==> src/rtl/core/ldf_pkg.sv <==
// shared types, codes and helper functions of the luma deblocking edge filter
// no dependencies; imported by the channel interfaces and all modules

package ldf_pkg;

   localparam int SAMPLE_W = 8;
   localparam int WIDE_W   = 12;

   localparam logic [2:0] STRENGTH_NONE  = 3'd0;
   localparam logic [2:0] STRENGTH_INTRA = 3'd4;

   localparam logic signed [WIDE_W-1:0] SAMPLE_MAX = 12'sd255;

   typedef logic [SAMPLE_W-1:0]        sample_type;
   typedef logic signed [WIDE_W-1:0]   wide_type;

   typedef struct packed {
      sample_type  sample_p3;
      sample_type  sample_p2;
      sample_type  sample_p1;
      sample_type  sample_p0;
      sample_type  sample_q0;
      sample_type  sample_q1;
      sample_type  sample_q2;
      sample_type  sample_q3;
      logic [2:0]  strength;
      logic [7:0]  alpha_limit;
      logic [4:0]  beta_limit;
      logic [4:0]  clip_base;
   } ldf_req_type;

   typedef struct packed {
      sample_type  out_p2;
      sample_type  out_p1;
      sample_type  out_p0;
      sample_type  out_q0;
      sample_type  out_q1;
      sample_type  out_q2;
   } ldf_rsp_type;

   function automatic wide_type to_wide(input sample_type x);
      return $signed({4'b0000, x});
   endfunction

   function automatic sample_type abs_diff(input sample_type a, input sample_type b);
      return (a > b) ? (a - b) : (b - a);
   endfunction

   // clip to -lim..lim
   function automatic wide_type clip_sym(input wide_type v, input logic [5:0] lim);
      wide_type lim_s;
      lim_s = $signed({6'b000000, lim});
      if (v > lim_s) return lim_s;
      if (v < -lim_s) return -lim_s;
      return v;
   endfunction

   function automatic sample_type sat8(input wide_type v);
      if (v < 12'sd0) return '0;
      if (v > SAMPLE_MAX) return sample_type'(SAMPLE_MAX);
      return v[SAMPLE_W-1:0];
   endfunction

endpackage

==> src/rtl/core/ldf_if.sv <==
// valid/ready channel interfaces for edge lines and filtered results
// depends on ldf_pkg for the payload structs

interface ldf_req_if import ldf_pkg::*; ();
   logic         valid;
   logic         ready;
   ldf_req_type  payload;

   modport source (output valid, output payload, input ready);
   modport sink   (input valid, input payload, output ready);
endinterface

interface ldf_rsp_if import ldf_pkg::*; ();
   logic         valid;
   logic         ready;
   ldf_rsp_type  payload;

   modport source (output valid, output payload, input ready);
   modport sink   (input valid, input payload, output ready);
endinterface

==> src/rtl/core/ldf_datapath.sv <==
// combinational filter for one edge line: decisions, normal and intra filters
// depends on ldf_pkg for payload types and helpers

module ldf_datapath import ldf_pkg::*; (
   input  ldf_req_type  line,
   output ldf_rsp_type  result
);

   sample_type p3, p2, p1, p0, q0, q1, q2, q3;
   wide_type   p2s, p1s, p0s, q0s, q1s, q2s;
   logic       filt, apb, aqb, small_gap;
   logic [7:0] beta_ext, small_lim;

   wide_type   delta_raw, delta, delta_clip, avg;
   wide_type   p1_term, q1_term;
   logic [5:0] tc;

   logic [WIDE_W-1:0] sp0, sp1, sp2, sq0, sq1, sq2, wp0, wq0;
   ldf_rsp_type        normal_res, intra_res;

   assign p3 = line.sample_p3;
   assign p2 = line.sample_p2;
   assign p1 = line.sample_p1;
   assign p0 = line.sample_p0;
   assign q0 = line.sample_q0;
   assign q1 = line.sample_q1;
   assign q2 = line.sample_q2;
   assign q3 = line.sample_q3;

   assign p2s = to_wide(p2);
   assign p1s = to_wide(p1);
   assign p0s = to_wide(p0);
   assign q0s = to_wide(q0);
   assign q1s = to_wide(q1);
   assign q2s = to_wide(q2);

   assign beta_ext  = {3'b000, line.beta_limit};
   assign small_lim = {2'b00, line.alpha_limit[7:2]} + 8'd2;

   assign filt = (abs_diff(p0, q0) < line.alpha_limit) &&
                 (abs_diff(p1, p0) < beta_ext) && (abs_diff(q1, q0) < beta_ext);
   assign apb       = abs_diff(p2, p0) < beta_ext;
   assign aqb       = abs_diff(q2, q0) < beta_ext;
   assign small_gap = abs_diff(p0, q0) < small_lim;

   // normal filter, strengths one to three
   assign tc         = {1'b0, line.clip_base} + {5'b00000, apb} + {5'b00000, aqb};
   assign delta_raw  = ((q0s - p0s) <<< 2) + (p1s - q1s) + 12'sd4;
   assign delta      = delta_raw >>> 3;
   assign delta_clip = clip_sym(delta, tc);
   assign avg        = (p0s + q0s + 12'sd1) >>> 1;
   assign p1_term    = clip_sym((p2s + avg - (p1s <<< 1)) >>> 1, {1'b0, line.clip_base});
   assign q1_term    = clip_sym((q2s + avg - (q1s <<< 1)) >>> 1, {1'b0, line.clip_base});

   always_comb begin
      normal_res.out_p2 = p2;
      normal_res.out_q2 = q2;
      normal_res.out_p0 = sat8(p0s + delta_clip);
      normal_res.out_q0 = sat8(q0s - delta_clip);
      normal_res.out_p1 = apb ? sat8(p1s + p1_term) : p1;
      normal_res.out_q1 = aqb ? sat8(q1s + q1_term) : q1;
   end

   // intra filter, strong taps and weak three-tap fallback
   assign sp0 = 12'(p2) + (12'(p1) << 1) + (12'(p0) << 1) + (12'(q0) << 1) + 12'(q1) + 12'd4;
   assign sp1 = 12'(p2) + 12'(p1) + 12'(p0) + 12'(q0) + 12'd2;
   assign sp2 = (12'(p3) << 1) + 12'(p2) + (12'(p2) << 1) + 12'(p1) + 12'(p0)
                + 12'(q0) + 12'd4;
   assign sq0 = 12'(q2) + (12'(q1) << 1) + (12'(q0) << 1) + (12'(p0) << 1) + 12'(p1) + 12'd4;
   assign sq1 = 12'(q2) + 12'(q1) + 12'(q0) + 12'(p0) + 12'd2;
   assign sq2 = (12'(q3) << 1) + 12'(q2) + (12'(q2) << 1) + 12'(q1) + 12'(q0)
                + 12'(p0) + 12'd4;
   assign wp0 = (12'(p1) << 1) + 12'(p0) + 12'(q1) + 12'd2;
   assign wq0 = (12'(q1) << 1) + 12'(q0) + 12'(p1) + 12'd2;

   always_comb begin
      if (small_gap && apb) begin
         intra_res.out_p0 = sp0[10:3];
         intra_res.out_p1 = sp1[9:2];
         intra_res.out_p2 = sp2[10:3];
      end else begin
         intra_res.out_p0 = wp0[9:2];
         intra_res.out_p1 = p1;
         intra_res.out_p2 = p2;
      end
      if (small_gap && aqb) begin
         intra_res.out_q0 = sq0[10:3];
         intra_res.out_q1 = sq1[9:2];
         intra_res.out_q2 = sq2[10:3];
      end else begin
         intra_res.out_q0 = wq0[9:2];
         intra_res.out_q1 = q1;
         intra_res.out_q2 = q2;
      end
   end

   always_comb begin
      if (line.strength == STRENGTH_NONE || !filt) begin
         result.out_p2 = p2;
         result.out_p1 = p1;
         result.out_p0 = p0;
         result.out_q0 = q0;
         result.out_q1 = q1;
         result.out_q2 = q2;
      end else if (line.strength < STRENGTH_INTRA) begin
         result = normal_res;
      end else begin
         result = intra_res;
      end
   end

endmodule

==> src/rtl/core/luma_deblock_edge_filter.sv <==
// luma deblocking filter for one line of eight samples across a block edge
//
// req_chan carries p3..q3 with strength, alpha, beta and tc0; rsp_chan returns
// the filtered p2..q2. both are valid/ready channels, a transaction moves when
// valid and ready are high at a rising clock edge.
// a request passes the input register, then the filter logic into the result
// register, whose output drives rsp_chan.valid and rsp_chan.payload.
// throughput: one line per cycle while the receiver keeps rsp_chan.ready high,
// set by the single pass through ldf_datapath between the two registers.
// when the receiver stalls the result register holds, the input register
// keeps filling, and req_chan.ready drops once both registers are full.
// strength zero or a failed edge test passes the samples through; strength
// four and above acts as intra.
// reset (synchronous, active high) empties both stages; no transaction is
// lost or repeated afterwards. depends on ldf_pkg, ldf_if and ldf_datapath.

module luma_deblock_edge_filter import ldf_pkg::*; (
   input  logic        clock,
   input  logic        reset,
   ldf_req_if.sink     req_chan,
   ldf_rsp_if.source   rsp_chan
);

   logic         s1_valid_ff, s1_valid_in;
   logic         s2_valid_ff, s2_valid_in;
   ldf_req_type  line_ff;
   ldf_rsp_type  result_ff, result_comb;
   logic         s1_adv, s2_free, req_take;

   assign s2_free  = !s2_valid_ff || rsp_chan.ready;
   assign s1_adv   = s1_valid_ff && s2_free;
   assign req_take = req_chan.valid && req_chan.ready;

   assign req_chan.ready   = !s1_valid_ff || s2_free;
   assign rsp_chan.valid   = s2_valid_ff;
   assign rsp_chan.payload = result_ff;

   ldf_datapath u_datapath (
      .line   (line_ff),
      .result (result_comb)
   );

   assign s1_valid_in = req_take || (s1_valid_ff && !s1_adv);
   assign s2_valid_in = s1_adv || (s2_valid_ff && !rsp_chan.ready);

   always_ff @(posedge clock) begin
      if (reset) begin
         s1_valid_ff <= 1'b0;
         s2_valid_ff <= 1'b0;
      end else begin
         s1_valid_ff <= s1_valid_in;
         s2_valid_ff <= s2_valid_in;
      end
   end

   always_ff @(posedge clock) begin
      if (req_take) begin
         line_ff <= req_chan.payload;
      end
      if (s1_adv) begin
         result_ff <= result_comb;
      end
   end

`ifndef SYNTHESIS
   // an accepted line always lands in the input stage
   assert property (@(posedge clock) disable iff (reset)
      req_take |=> s1_valid_ff)
      else $error("accepted line missing from input stage");

   // a line blocked by a full result stage holds its payload
   assert property (@(posedge clock) disable iff (reset)
      (s1_valid_ff && !s1_adv) |=> (s1_valid_ff && $stable(line_ff)))
      else $error("stalled input stage lost its line");

   // strength zero passes the edge samples through unchanged
   assert property (@(posedge clock) disable iff (reset)
      (s1_adv && line_ff.strength == STRENGTH_NONE) |=>
         (result_ff.out_p0 == $past(line_ff.sample_p0) &&
          result_ff.out_q0 == $past(line_ff.sample_q0)))
      else $error("strength zero line was modified");

   // a result refused by the receiver stays valid
   assert property (@(posedge clock) disable iff (reset)
      (s2_valid_ff && !rsp_chan.ready) |=> s2_valid_ff)
      else $error("stalled result dropped");
`endif

endmodule

==> src/flat_wrapper.sv <==
// flat-port wrapper written by rule: the top's interface ports become plain ports
module luma_deblock_edge_filter_flat import ldf_pkg::*;
  (clock, reset, req_chan_valid, req_chan_payload, req_chan_ready, rsp_chan_valid, rsp_chan_payload, rsp_chan_ready);
  ldf_req_if req_chan_i ();
  ldf_rsp_if rsp_chan_i ();
  input  logic clock;
  input  logic reset;
  input wire logic [$bits(req_chan_i.valid)-1:0] req_chan_valid;
  input wire logic [$bits(req_chan_i.payload)-1:0] req_chan_payload;
  output wire logic [$bits(req_chan_i.ready)-1:0] req_chan_ready;
  output wire logic [$bits(rsp_chan_i.valid)-1:0] rsp_chan_valid;
  output wire logic [$bits(rsp_chan_i.payload)-1:0] rsp_chan_payload;
  input wire logic [$bits(rsp_chan_i.ready)-1:0] rsp_chan_ready;
  assign req_chan_i.valid = req_chan_valid;
  assign req_chan_i.payload = req_chan_payload;
  assign req_chan_ready = req_chan_i.ready;
  assign rsp_chan_valid = rsp_chan_i.valid;
  assign rsp_chan_payload = rsp_chan_i.payload;
  assign rsp_chan_i.ready = rsp_chan_ready;
  luma_deblock_edge_filter u_core (.clock(clock), .reset(reset), .req_chan(req_chan_i), .rsp_chan(rsp_chan_i));
endmodule
==> config.mk <==
export PLATFORM = sky130hd
export DESIGN_NAME = luma_deblock_edge_filter_flat
export DESIGN_NICKNAME = d
export VERILOG_FILES = /design/src/rtl/core/ldf_pkg.sv /design/src/rtl/core/ldf_if.sv /design/src/rtl/core/ldf_datapath.sv /design/src/rtl/core/luma_deblock_edge_filter.sv /design/src/flat_wrapper.sv
export SDC_FILE = /design/constraint.sdc
export NUM_CORES = 1
export LEC_CHECK = 0
export BUFFER_PORTS_ARGS = -buffer_cell sky130_fd_sc_hd__buf_4
export CAP_MARGIN = 20
export CORE_MARGIN = 4
export CORE_UTILIZATION = 40
export DETAILED_ROUTE_END_ITERATION = 8
export SLEW_MARGIN = 20
export SYNTH_ARGS = -nofsm -noshare
export SYNTH_HDL_FRONTEND = slang
export SYNTH_SLANG_ARGS = --single-unit
export TNS_END_PERCENT = 100
==> constraint.sdc <==
create_clock -name clock -period 30.4 [get_ports clock]
set_input_delay 4.56 -clock clock [delete_from_list [all_inputs] [get_ports clock]]
set_output_delay 4.56 -clock clock [all_outputs]
set_load 0.03 [all_outputs]
==> results of run 1 <==
[per-stage QoR]
stage	instance area (um2)	worst slack [ns]
finish	22800	19.37
global route	22800	18.58
CTS	22800	19.50
detailed placement	22300	19.58
global placement	22300	19.71
floorplan	20200	20.84
[how the worst min path moves through the flow]
stage / startpoint / endpoint / slack, ns / cells after the start
6_report: u_core.s1_valid_ff$_SDFF_PP0_ / u_core.rsp_chan.valid$_SDFF_PP0_ / 0.51 / 2
5_1_grt: u_core.s1_valid_ff$_SDFF_PP0_ / u_core.rsp_chan.valid$_SDFF_PP0_ / 0.57 / 2
4_1_cts: u_core.s1_valid_ff$_SDFF_PP0_ / u_core.rsp_chan.valid$_SDFF_PP0_ / 0.52 / 2
3_5_place_dp: u_core.s1_valid_ff$_SDFF_PP0_ / u_core.rsp_chan.valid$_SDFF_PP0_ / 0.51 / 2
3_3_place_gp: u_core.s1_valid_ff$_SDFF_PP0_ / u_core.rsp_chan.valid$_SDFF_PP0_ / 0.50 / 2
2_1_floorplan: u_core.s1_valid_ff$_SDFF_PP0_ / u_core.rsp_chan.valid$_SDFF_PP0_ / 0.48 / 2
[worst reg2reg max path: cells and delay by family (launching register included)]
family          cells  cell delay [ns]
compound gates     18             4.09
fa+ha+maj           7             2.49
simple gates        9             1.95
buf+inv             4             1.02
xor+xnor            1             0.50
mux                 1             0.40
flops               1             0.33
[metal layers]
| metal | global-route usage [%] | wire length, um | vias up |
|---|---|---|---|
| met5 | 0 | 0 | - |
| met4 | 9.58 | 2340 | 0 |
| met3 | 3.05 | 3400 | 101 |
| met2 | 42.7 | 32600 | 483 |
| met1 | 34.5 | 30800 | 8334 |
| li1 | - | - | 7932 |
[cells by family after synthesis]
group,after synthesis,share of synthesized area (%)
buffers and inverters,240,4.59
adder cells (fa/ha/maj),497,36.9
XOR/XNOR,132,5.71
AND/OR/NAND/NOR,482,11.6
AO/OA/AOI/OAI,570,18.5
flip-flops,135,19.9
multiplexers,54,2.76
[layout by cell type, fill, tap and decap left out, types with 29 or more instances in the layout]
cell	n
a21o_1	56
a21oi_1	137
buf_4	180
edfxtp_1	133
fa_1	166
ha_1	331
inv_1	196
mux2i_1	41
nand2_1	115
nand3_1	39
nor2_1	145
nor2b_1	29
nor3_1	37
o21a_1	34
o21ai_0	120
xnor2_1	89
xor2_1	43
[registers in the layout, indices dropped and copies added, names as in the netlist]
register / flops
u_core.s1_valid_ff: 1
u_core.rsp_chan.payload: 48
u_core.line_ff: 85
u_core.rsp_chan.valid: 1
[final cells by class]
class	instances	area, um2
clock buffer	18	429
sequential	135	4030
fill	4865	27300
timing repair buffer	180	1350
tap	672	841
inverter	197	739
clock inverter	14	116
multi-input combinational	1735	15300
[power groups by stage]
| stage | combinational, mW | sequential (mW) | clock, mW |
|---|---|---|---|
| 2_1_floorplan | 0.881 | 0.241 | 0 |
| 3_3_place_gp | 1.18 | 0.231 | 0 |
| 3_5_place_dp | 1.19 | 0.231 | 0 |
| 4_1_cts | 1.20 | 0.227 | 0.209 |
| 5_1_grt | 1.35 | 0.228 | 0.215 |
| 6_report | 1.21 | 0.227 | 0.201 |
==> impl_metrics.tcl, run 1 <==
set metrics [dict create \
    status "complete, no violations" \
    cp.depth 40 \
    initial_core_util_pct 40.4 \
    finalCritPeriodShare_pct 36.3 \
    path_delay_family "compound AO/OA/AOI/OAI gates" \
    gr-total-overflow 0 \
    period_needed_ns 11.03 \
    stdcell_count 2951 \
    switching_share_pct 49.7 \
    setup.worst_path.class "reg2reg" \
    cpPeakStageDelay_ns 0.51 \
    synth_top_cell_by_area "ha_1" \
    ant_nets 0 \
    synth.area.top_cells "ha_1 (20%), edfxtp_1 (20%), fa_1 (16%)" \
    critical_path_required_ns 30.64 \
    synth.avg_cell_area_um2 9.59 \
    fp.dieW_um 233 \
    relSlewSlack_pct 26.8 \
    num_rows 82 \
    synth_seq_cells 135 \
    rr_endpoint "u_core.rsp_chan.payload[26]$_DFFE_PP_" \
    maxSlewViolCount 0 \
    dp.cells 2919 \
    path_buf_inv 4 \
    path_max_fanout 11 \
    cts_made_buffers 17 \
    insertion_delay_ns 0.48 \
    routed_wl_um 69200 \
    syn-num-nets 2696 \
    tightest_slew_ns 1.10 \
    grt_first_pass_wirelength_um 104000 \
    setup_tns_ns 0 \
    p_seq_share_pct 13.9 \
    grt_pass1_vias 16800 \
    r2r_slack_ns 19.37 \
    p_switching_uw 814 \
    ys.flop_type "edfxtp_1" \
    power_density_mw_per_mm2 71.8 \
    nets 2852 \
    synthCells 2110 \
    critPathCapture "u_core.rsp_chan.payload[26]$_DFFE_PP_" \
    ios 139 \
    gp_routability_congestion 0.945 \
    drive_gt1_share_pct 11.1 \
    hold_path.class "reg2reg" \
    internal_power_uw 823 \
    finalSetupViolCount 0 \
    grt_usage_pct 25.7 \
    timing.rr.start "u_core.line_ff[55]$_DFFE_PP_" \
    final_core_util_pct 45.5 \
    cts_resized 0 \
    synth_most_common_cell "ha_1" \
    postCtsSetupRepairBufs 0 \
    rsz0062_at_grt "false" \
    drt-initial-drc-count 1384 \
    hpwl_um 54600 \
    synthTopCellsByCount "ha_1 (331), inv_1 (196), fa_1 (166)" \
    synth-edff-count 133 \
    grt_max_degree 62 \
    num_vias 16900 \
    first_pass_iters 5 \
    clock-sinks 135 \
    skew_ns 0.0116 \
    whs_ns 0.513 \
    end_kind "flop" \
    max-vdd-ir-drop_v 0.0000517 \
    r2r_cells 40 \
    die_y_um 233 \
    ys_seq_area_share_pct 19.9 \
    syn_area_mm2 0.0202 \
    finalHoldViolations 0 \
    path_common_cell "ha_1" \
    yosys_warnings 0 \
    root_buffer "clkbuf_16" \
    antenna_found_initial 1 \
    holdBufCountCts 0 \
    critPathLaunchType "flop" \
    cp.arrival_ns 11.27 \
    drc 0 \
    synth_top_area_share_pct 20.5 \
    synth-async-reset-ratio_pct 0 \
    cts.htree.levels 4 \
    synth.distinct_cells 84 \
    cp_slowest_cell "ha_1" \
    wl_per_cell_um 23.5 \
    cts_tree "built" \
    p_clk_share_pct 12.3 \
    viasPerCell 5.71 \
    die_area_mm2 0.0542 \
    maxCapViolCount 0 \
    startpoint "u_core.line_ff[55]$_DFFE_PP_" \
    clkTransAtPathRegs_ns 0.07 \
    diodes 0 \
    fmax_mhz 90.6 \
    fin_total_pwr_mw 1.64 \
    areaGrowthSynthToFinish_pct 12.7 \
    ctsLongestPathBuffers 2 \
    core_area_mm2 0.0501 \
    io_buffers 138 \
    p_leak_nw 10.3 \
    comb_power_share_pct 73.9 \
]
(Power assumes the default switching activity.)
==> run 2: changes to the inputs <==
--- a/config.mk
+++ b/config.mk
@@ -5,6 +5,7 @@
 export SDC_FILE = /design/constraint.sdc
 export NUM_CORES = 1
 export LEC_CHECK = 0
+export ABC_AREA = 1
 export BUFFER_PORTS_ARGS = -buffer_cell sky130_fd_sc_hd__buf_4
 export CAP_MARGIN = 20
 export CORE_MARGIN = 4
==> constraint.sdc (replaced) <==
create_clock -name clock -period 10.24 [get_ports clock]
set_input_delay 1.536 -clock clock [delete_from_list [all_inputs] [get_ports clock]]
set_output_delay 1.536 -clock clock [all_outputs]
set_load 0.03 [all_outputs]
==> impl_metrics.tcl, run 2 <==
set metrics [dict create \
    status "complete, no violations" \
    holdBufCountCts 0 \
    core_area_mm2 0.0527 \
    hpwl_um 59500 \
    critPathLaunchType "flop" \
    ys.flop_type "edfxtp_1" \
    synth.area.top_cells "ha_1 (19%), edfxtp_1 (19%), fa_1 (16%)" \
    top_register "u_core.line_ff" \
    num_rows 84 \
    viasPerCell 5.39 \
    period_needed_ns 8.91 \
    p_leak_nw 12.1 \
    hold_path.class "reg2reg" \
    initial_core_util_pct 40.5 \
    r2r_slack_ns 1.33 \
    largest_reg_flops 85 \
    cts_tree "built" \
    first_pass_iters 5 \
    grt_first_pass_wirelength_um 112000 \
    syn-num-nets 3236 \
    synthCells 2650 \
    ctsLongestPathBuffers 2 \
    grt_usage_pct 26.0 \
    synth_top_area_share_pct 19.4 \
    path_max_fanout 14 \
    cts_made_buffers 17 \
    final_common_cell "nand2_1" \
    cp.arrival_ns 9.13 \
    drt-initial-drc-count 1334 \
    maxSlewViolCount 0 \
    synth_seq_cells 135 \
    synth.distinct_cells 58 \
    drive_gt1_share_pct 10.8 \
    worstHoldStart "u_core.rsp_chan.valid$_SDFF_PP0_" \
    tightest_slew_ns 0.851 \
    dp.cells 3492 \
    final_cell_mix "nand2_1 (634), inv_1 (405), ha_1 (331)" \
    cts.htree.levels 4 \
    power_density_mw_per_mm2 216 \
    clock-sinks 135 \
    synth-edff-count 133 \
    yosys_warnings 0 \
    io_buffers 138 \
    stdcell_count 3524 \
    fmax_mhz 112 \
    routed_wl_um 73700 \
    insertion_delay_ns 0.49 \
    antenna_found_initial 0 \
    ys_seq_area_share_pct 18.9 \
    setup.worst_path.class "reg2reg" \
    num_vias 19000 \
    synth_most_common_cell "nand2_1" \
    ios 139 \
    synthTopCellsByCount "nand2_1 (634), inv_1 (406), ha_1 (331)" \
    rsz0062_at_grt "false" \
    diodes 0 \
    grt_max_degree 49 \
    num-fill-cells 5223 \
    ant_nets 0 \
    areaGrowthSynthToFinish_pct 12.3 \
    root_buffer "clkbuf_16" \
    cp_slowest_cell "edfxtp_1" \
    synth_top_cell_by_area "ha_1" \
    gp_routability_congestion 0.955 \
    end_kind "flop" \
    gr-total-overflow 0 \
    wl_per_cell_um 20.9 \
    finalHoldViolations 0 \
    synth-async-reset-ratio_pct 0 \
    skew_ns 0.0227 \
    startpoint "u_core.line_ff[69]$_DFFE_PP_" \
    clkTransAtPathRegs_ns 0.08 \
    die_area_mm2 0.0571 \
    postCtsSetupRepairBufs 0 \
    relSlewSlack_pct 43.3 \
    max-vdd-ir-drop_v 0.000129 \
    grt_pass1_vias 19000 \
    fp.dieW_um 239 \
    drc 0 \
    die_y_um 239 \
    cts_resized 0 \
    finalCritPeriodShare_pct 87.0 \
    maxCapViolCount 0 \
    path_common_cell "nand2_1" \
    synth.avg_cell_area_um2 8.05 \
    setup_tns_ns 0 \
    nets 3409 \
    critical_path_required_ns 10.46 \
    syn_area_mm2 0.0213 \
    cpPeakStageDelay_ns 0.46 \
    timing.rr.start "u_core.line_ff[69]$_DFFE_PP_" \
    finalSetupViolCount 0 \
]
-- run 2: final cells by class --
cell class              instances  area, um2  share of cell area (%)
flip-flops and latches        135       4030                    16.9
clock buffers                  19        443                    1.85
inverters                     421       1580                    6.62
well taps                     688        861                    3.60
clock inverters                13        100                   0.418
multi-input cells            2062      15500                    64.8
repair buffers                186       1400                    5.83
-- run 2: path summary, 6_finish.rpt --
kind,endpoint,depth (start not counted)
worst max-delay path,u_core.rsp_chan.payload[24]$_DFFE_PP_,53
worst min register to register,u_core.rsp_chan.valid$_SDFF_PP0_,2
worst min-delay path,u_core.rsp_chan.valid$_SDFF_PP0_,2
worst max register to register,u_core.rsp_chan.payload[24]$_DFFE_PP_,53
-- run 2: layer usage --
metal	part of all wire, %	vias to the layer above	wire (um)	track usage [%]
met5	0	-	0	0
met3	6.2	143	4590	4.64
met4	3.3	0	2430	9.16
met2	48	655	35100	43.5
li1	-	9073	-	-
met1	43	9126	31600	34.0
-- run 2: power by group --
group | internal, mW | switching, mW
registers | 0.645 | 0.0317
logic | 1.47 | 2.43
clock network | 0.317 | 0.278
-- run 2: per-stage QoR --
stage / power, mW / utilization, % / hold slack [ns] / instance area [um2] / worst slack [ns]
3_3_place_gp: 4.48 / 44.4 / 0.506 / 23400 / 1.64
3_5_place_dp: 4.53 / 44.4 / 0.527 / 23400 / 1.43
4_1_cts: 5.16 / 45.5 / 0.535 / 23900 / 1.39
6_report: 5.17 / 45.5 / 0.537 / 23900 / 1.33
2_1_floorplan: 3.62 / - / 0.445 / 21300 / 2.33
5_1_grt: 5.75 / 45.5 / 0.563 / 23900 / 0.415
-- run 2: cell families after synthesis --
family	count (synthesis)	synth area share, %
flip-flops	135	18.9
adder cells (fa/ha/maj)	497	35.0
buffers and inverters	453	8.34
multiplexers	7	0.340
XOR/XNOR	141	5.83
AO/OA/AOI/OAI	431	11.4
AND/OR/NAND/NOR	986	20.1
-- run 2: critical path: cells and delay by family, from the launching register on --
family / cells / cell delay [ns]
and+or+nand+nor: 28 / 3.24
adders and majority gates: 7 / 2.26
AOI/OAI and AO/OA: 10 / 1.45
buffers and inverters: 6 / 0.80
DFF: 1 / 0.46
muxes: 1 / 0.23
xor gates and xnor gates: 1 / 0.17
==> run 3: changes to the inputs <==
--- a/config.mk
+++ b/config.mk
@@ -8,9 +8,9 @@
 export ABC_AREA = 1
 export BUFFER_PORTS_ARGS = -buffer_cell sky130_fd_sc_hd__buf_4
 export CAP_MARGIN = 20
-export CORE_MARGIN = 4
 export CORE_UTILIZATION = 40
 export DETAILED_ROUTE_END_ITERATION = 8
+export REMOVE_ABC_BUFFERS = 1
 export SLEW_MARGIN = 20
 export SYNTH_ARGS = -nofsm -noshare
 export SYNTH_HDL_FRONTEND = slang
==> impl_metrics.tcl, run 3 (same netlist as run 2, synthesis figures left out) <==
set metrics [dict create \
    switching_share_pct 53.1 \
    nets 3407 \
    grt_usage_pct 28.4 \
    relSlewSlack_pct 43.2 \
    finalHoldViolations 0 \
    setup.worst_path.class "reg2reg" \
    path_max_fanout 14 \
    insertion_delay_ns 0.50 \
    routed_wl_um 74800 \
    ant_nets 0 \
    ctsLongestPathBuffers 2 \
    gp_routability_congestion 1.00 \
    cts_made_buffers 17 \
    path_common_cell "nand2_1" \
    dp.cells 3490 \
    max-vdd-ir-drop_v 0.000120 \
    root_buffer "clkbuf_16" \
    num_vias 19100 \
    status "complete, no violations" \
    internal_power_mw 2.48 \
    die_y_um 233 \
    hpwl_um 59900 \
    grt_max_degree 53 \
    tightest_slew_ns 0.852 \
    setup_tns_ns 0 \
    path_delay_family "simple AND/OR/NAND/NOR gates" \
    period_needed_ns 9.00 \
    power_density_mw_per_mm2 221 \
    path_buf_inv 7 \
    drc 0 \
    finalCritPeriodShare_pct 87.9 \
    cts_tree "built" \
    core_area_mm2 0.0527 \
    top_register "u_core.line_ff" \
    drt-initial-drc-count 1603 \
    diodes 0 \
    cp_slowest_cell "edfxtp_1" \
    antenna_found_initial 0 \
    cts.htree.levels 4 \
    viasPerCell 5.43 \
    final_core_util_pct 45.5 \
    num_rows 84 \
    wl_per_cell_um 21.2 \
    num-fill-cells 5148 \
    critPathLaunchType "flop" \
    cts_resized 0 \
    comb_power_share_pct 74.7 \
    fp.dieW_um 233 \
    first_pass_iters 8 \
    cpPeakStageDelay_ns 0.47 \
    clkTransAtPathRegs_ns 0.07 \
    initial_core_util_pct 40.5 \
    maxCapViolCount 0 \
    end_kind "flop" \
    rsz0062_at_grt "false" \
    grt_pass1_vias 19000 \
    critical_path_required_ns 10.58 \
    holdBufCountCts 0 \
    p_clk_share_pct 12.4 \
    p_leak_nw 12.1 \
    grt_first_pass_wirelength_um 113000 \
    ios 139 \
    gr-total-overflow 0 \
    p_seq_share_pct 12.8 \
    io_buffers 138 \
    final_common_cell "nand2_1" \
    final_cell_mix "nand2_1 (634), inv_1 (405), ha_1 (331)" \
    skew_ns 0.0170 \
    finalSetupViolCount 0 \
    postCtsSetupRepairBufs 0 \
    regArea_mm2 0.00403 \
    areaGrowthSynthToFinish_pct 12.4 \
    die_area_mm2 0.0542 \
    stdcell_count 3522 \
    largest_reg_flops 85 \
    drive_gt1_share_pct 10.7 \
    p_switching_mw 2.81 \
    clock-sinks 135 \
    cp.arrival_ns 9.34 \
    multiInputGateArea_mm2 0.0155 \
    hold_path.class "reg2reg" \
    maxSlewViolCount 0 \
    fmax_mhz 111 \
]
[run 3: cell count changes in the layout (fill, tap and decap cells not counted), sizes merged]
cell      delta
clkinvlp     -1
inv          +3
clkinv       -2
buf          -2
clkbuf       -2
bufinv       +2
[run 3: layout make-up]
type                            instances  share of cell area (%)
Inverter                              421                    6.61
Clock buffer                           17                    1.77
Tap cell                              688                    3.59
Sequential cell                       135                    16.8
Timing Repair Buffer                  184                    5.76
Multi-Input combinational cell       2062                    64.7
Clock inverter                         15                   0.694
[run 3: tightest hold or removal path, delay by kind of cell, from the launching register on]
| kind | cells | cell delay (ns) |
|---|---|---|
| AOI/OAI and AO/OA | 1 | 0.05 |
| DFF | 1 | 0.35 |
| and+or+nand+nor | 1 | 0.08 |
[run 3: final timing paths]
path	startpoint	to	slack (ns)	cells past startpoint
max reg2reg	u_core.line_ff[69]$_DFFE_PP_	u_core.rsp_chan.payload[27]$_DFFE_PP_	1.24	56
max	u_core.line_ff[69]$_DFFE_PP_	u_core.rsp_chan.payload[27]$_DFFE_PP_	1.24	56
min	u_core.rsp_chan.valid$_SDFF_PP0_	u_core.rsp_chan.valid$_SDFF_PP0_	0.53	2
min reg2reg	u_core.rsp_chan.valid$_SDFF_PP0_	u_core.rsp_chan.valid$_SDFF_PP0_	0.53	2
[run 3: power groups by stage]
stage	registers (mW)	clock network (mW)	logic, mW
2_1_floorplan	0.720	0	2.88
3_3_place_gp	0.689	0	3.82
3_5_place_dp	0.690	0	3.87
4_1_cts	0.678	0.680	3.91
5_1_grt	0.680	0.689	4.45
6_report	0.678	0.658	3.95
[run 3: through the flow]
| step | hold WS [ns] | area [um2] | setup WS, ns | total power [mW] |
|---|---|---|---|---|
| 4_1_cts | 0.528 | 24000 | 1.29 | 5.26 |
| 3_3_place_gp | 0.506 | 23400 | 1.70 | 4.51 |
| 6_report | 0.526 | 24000 | 1.24 | 5.29 |
| 3_5_place_dp | 0.520 | 23400 | 1.34 | 4.56 |
| 2_1_floorplan | 0.445 | 21100 | 2.40 | 3.60 |
| 5_1_grt | 0.557 | 24000 | 0.211 | 5.82 |
[run 3: routing by layer]
metal	track usage, %	part of all wire (%)
met2	46.9	47
met5	0	0
met1	36.9	42
met4	11.7	4.0
met3	4.13	7.3
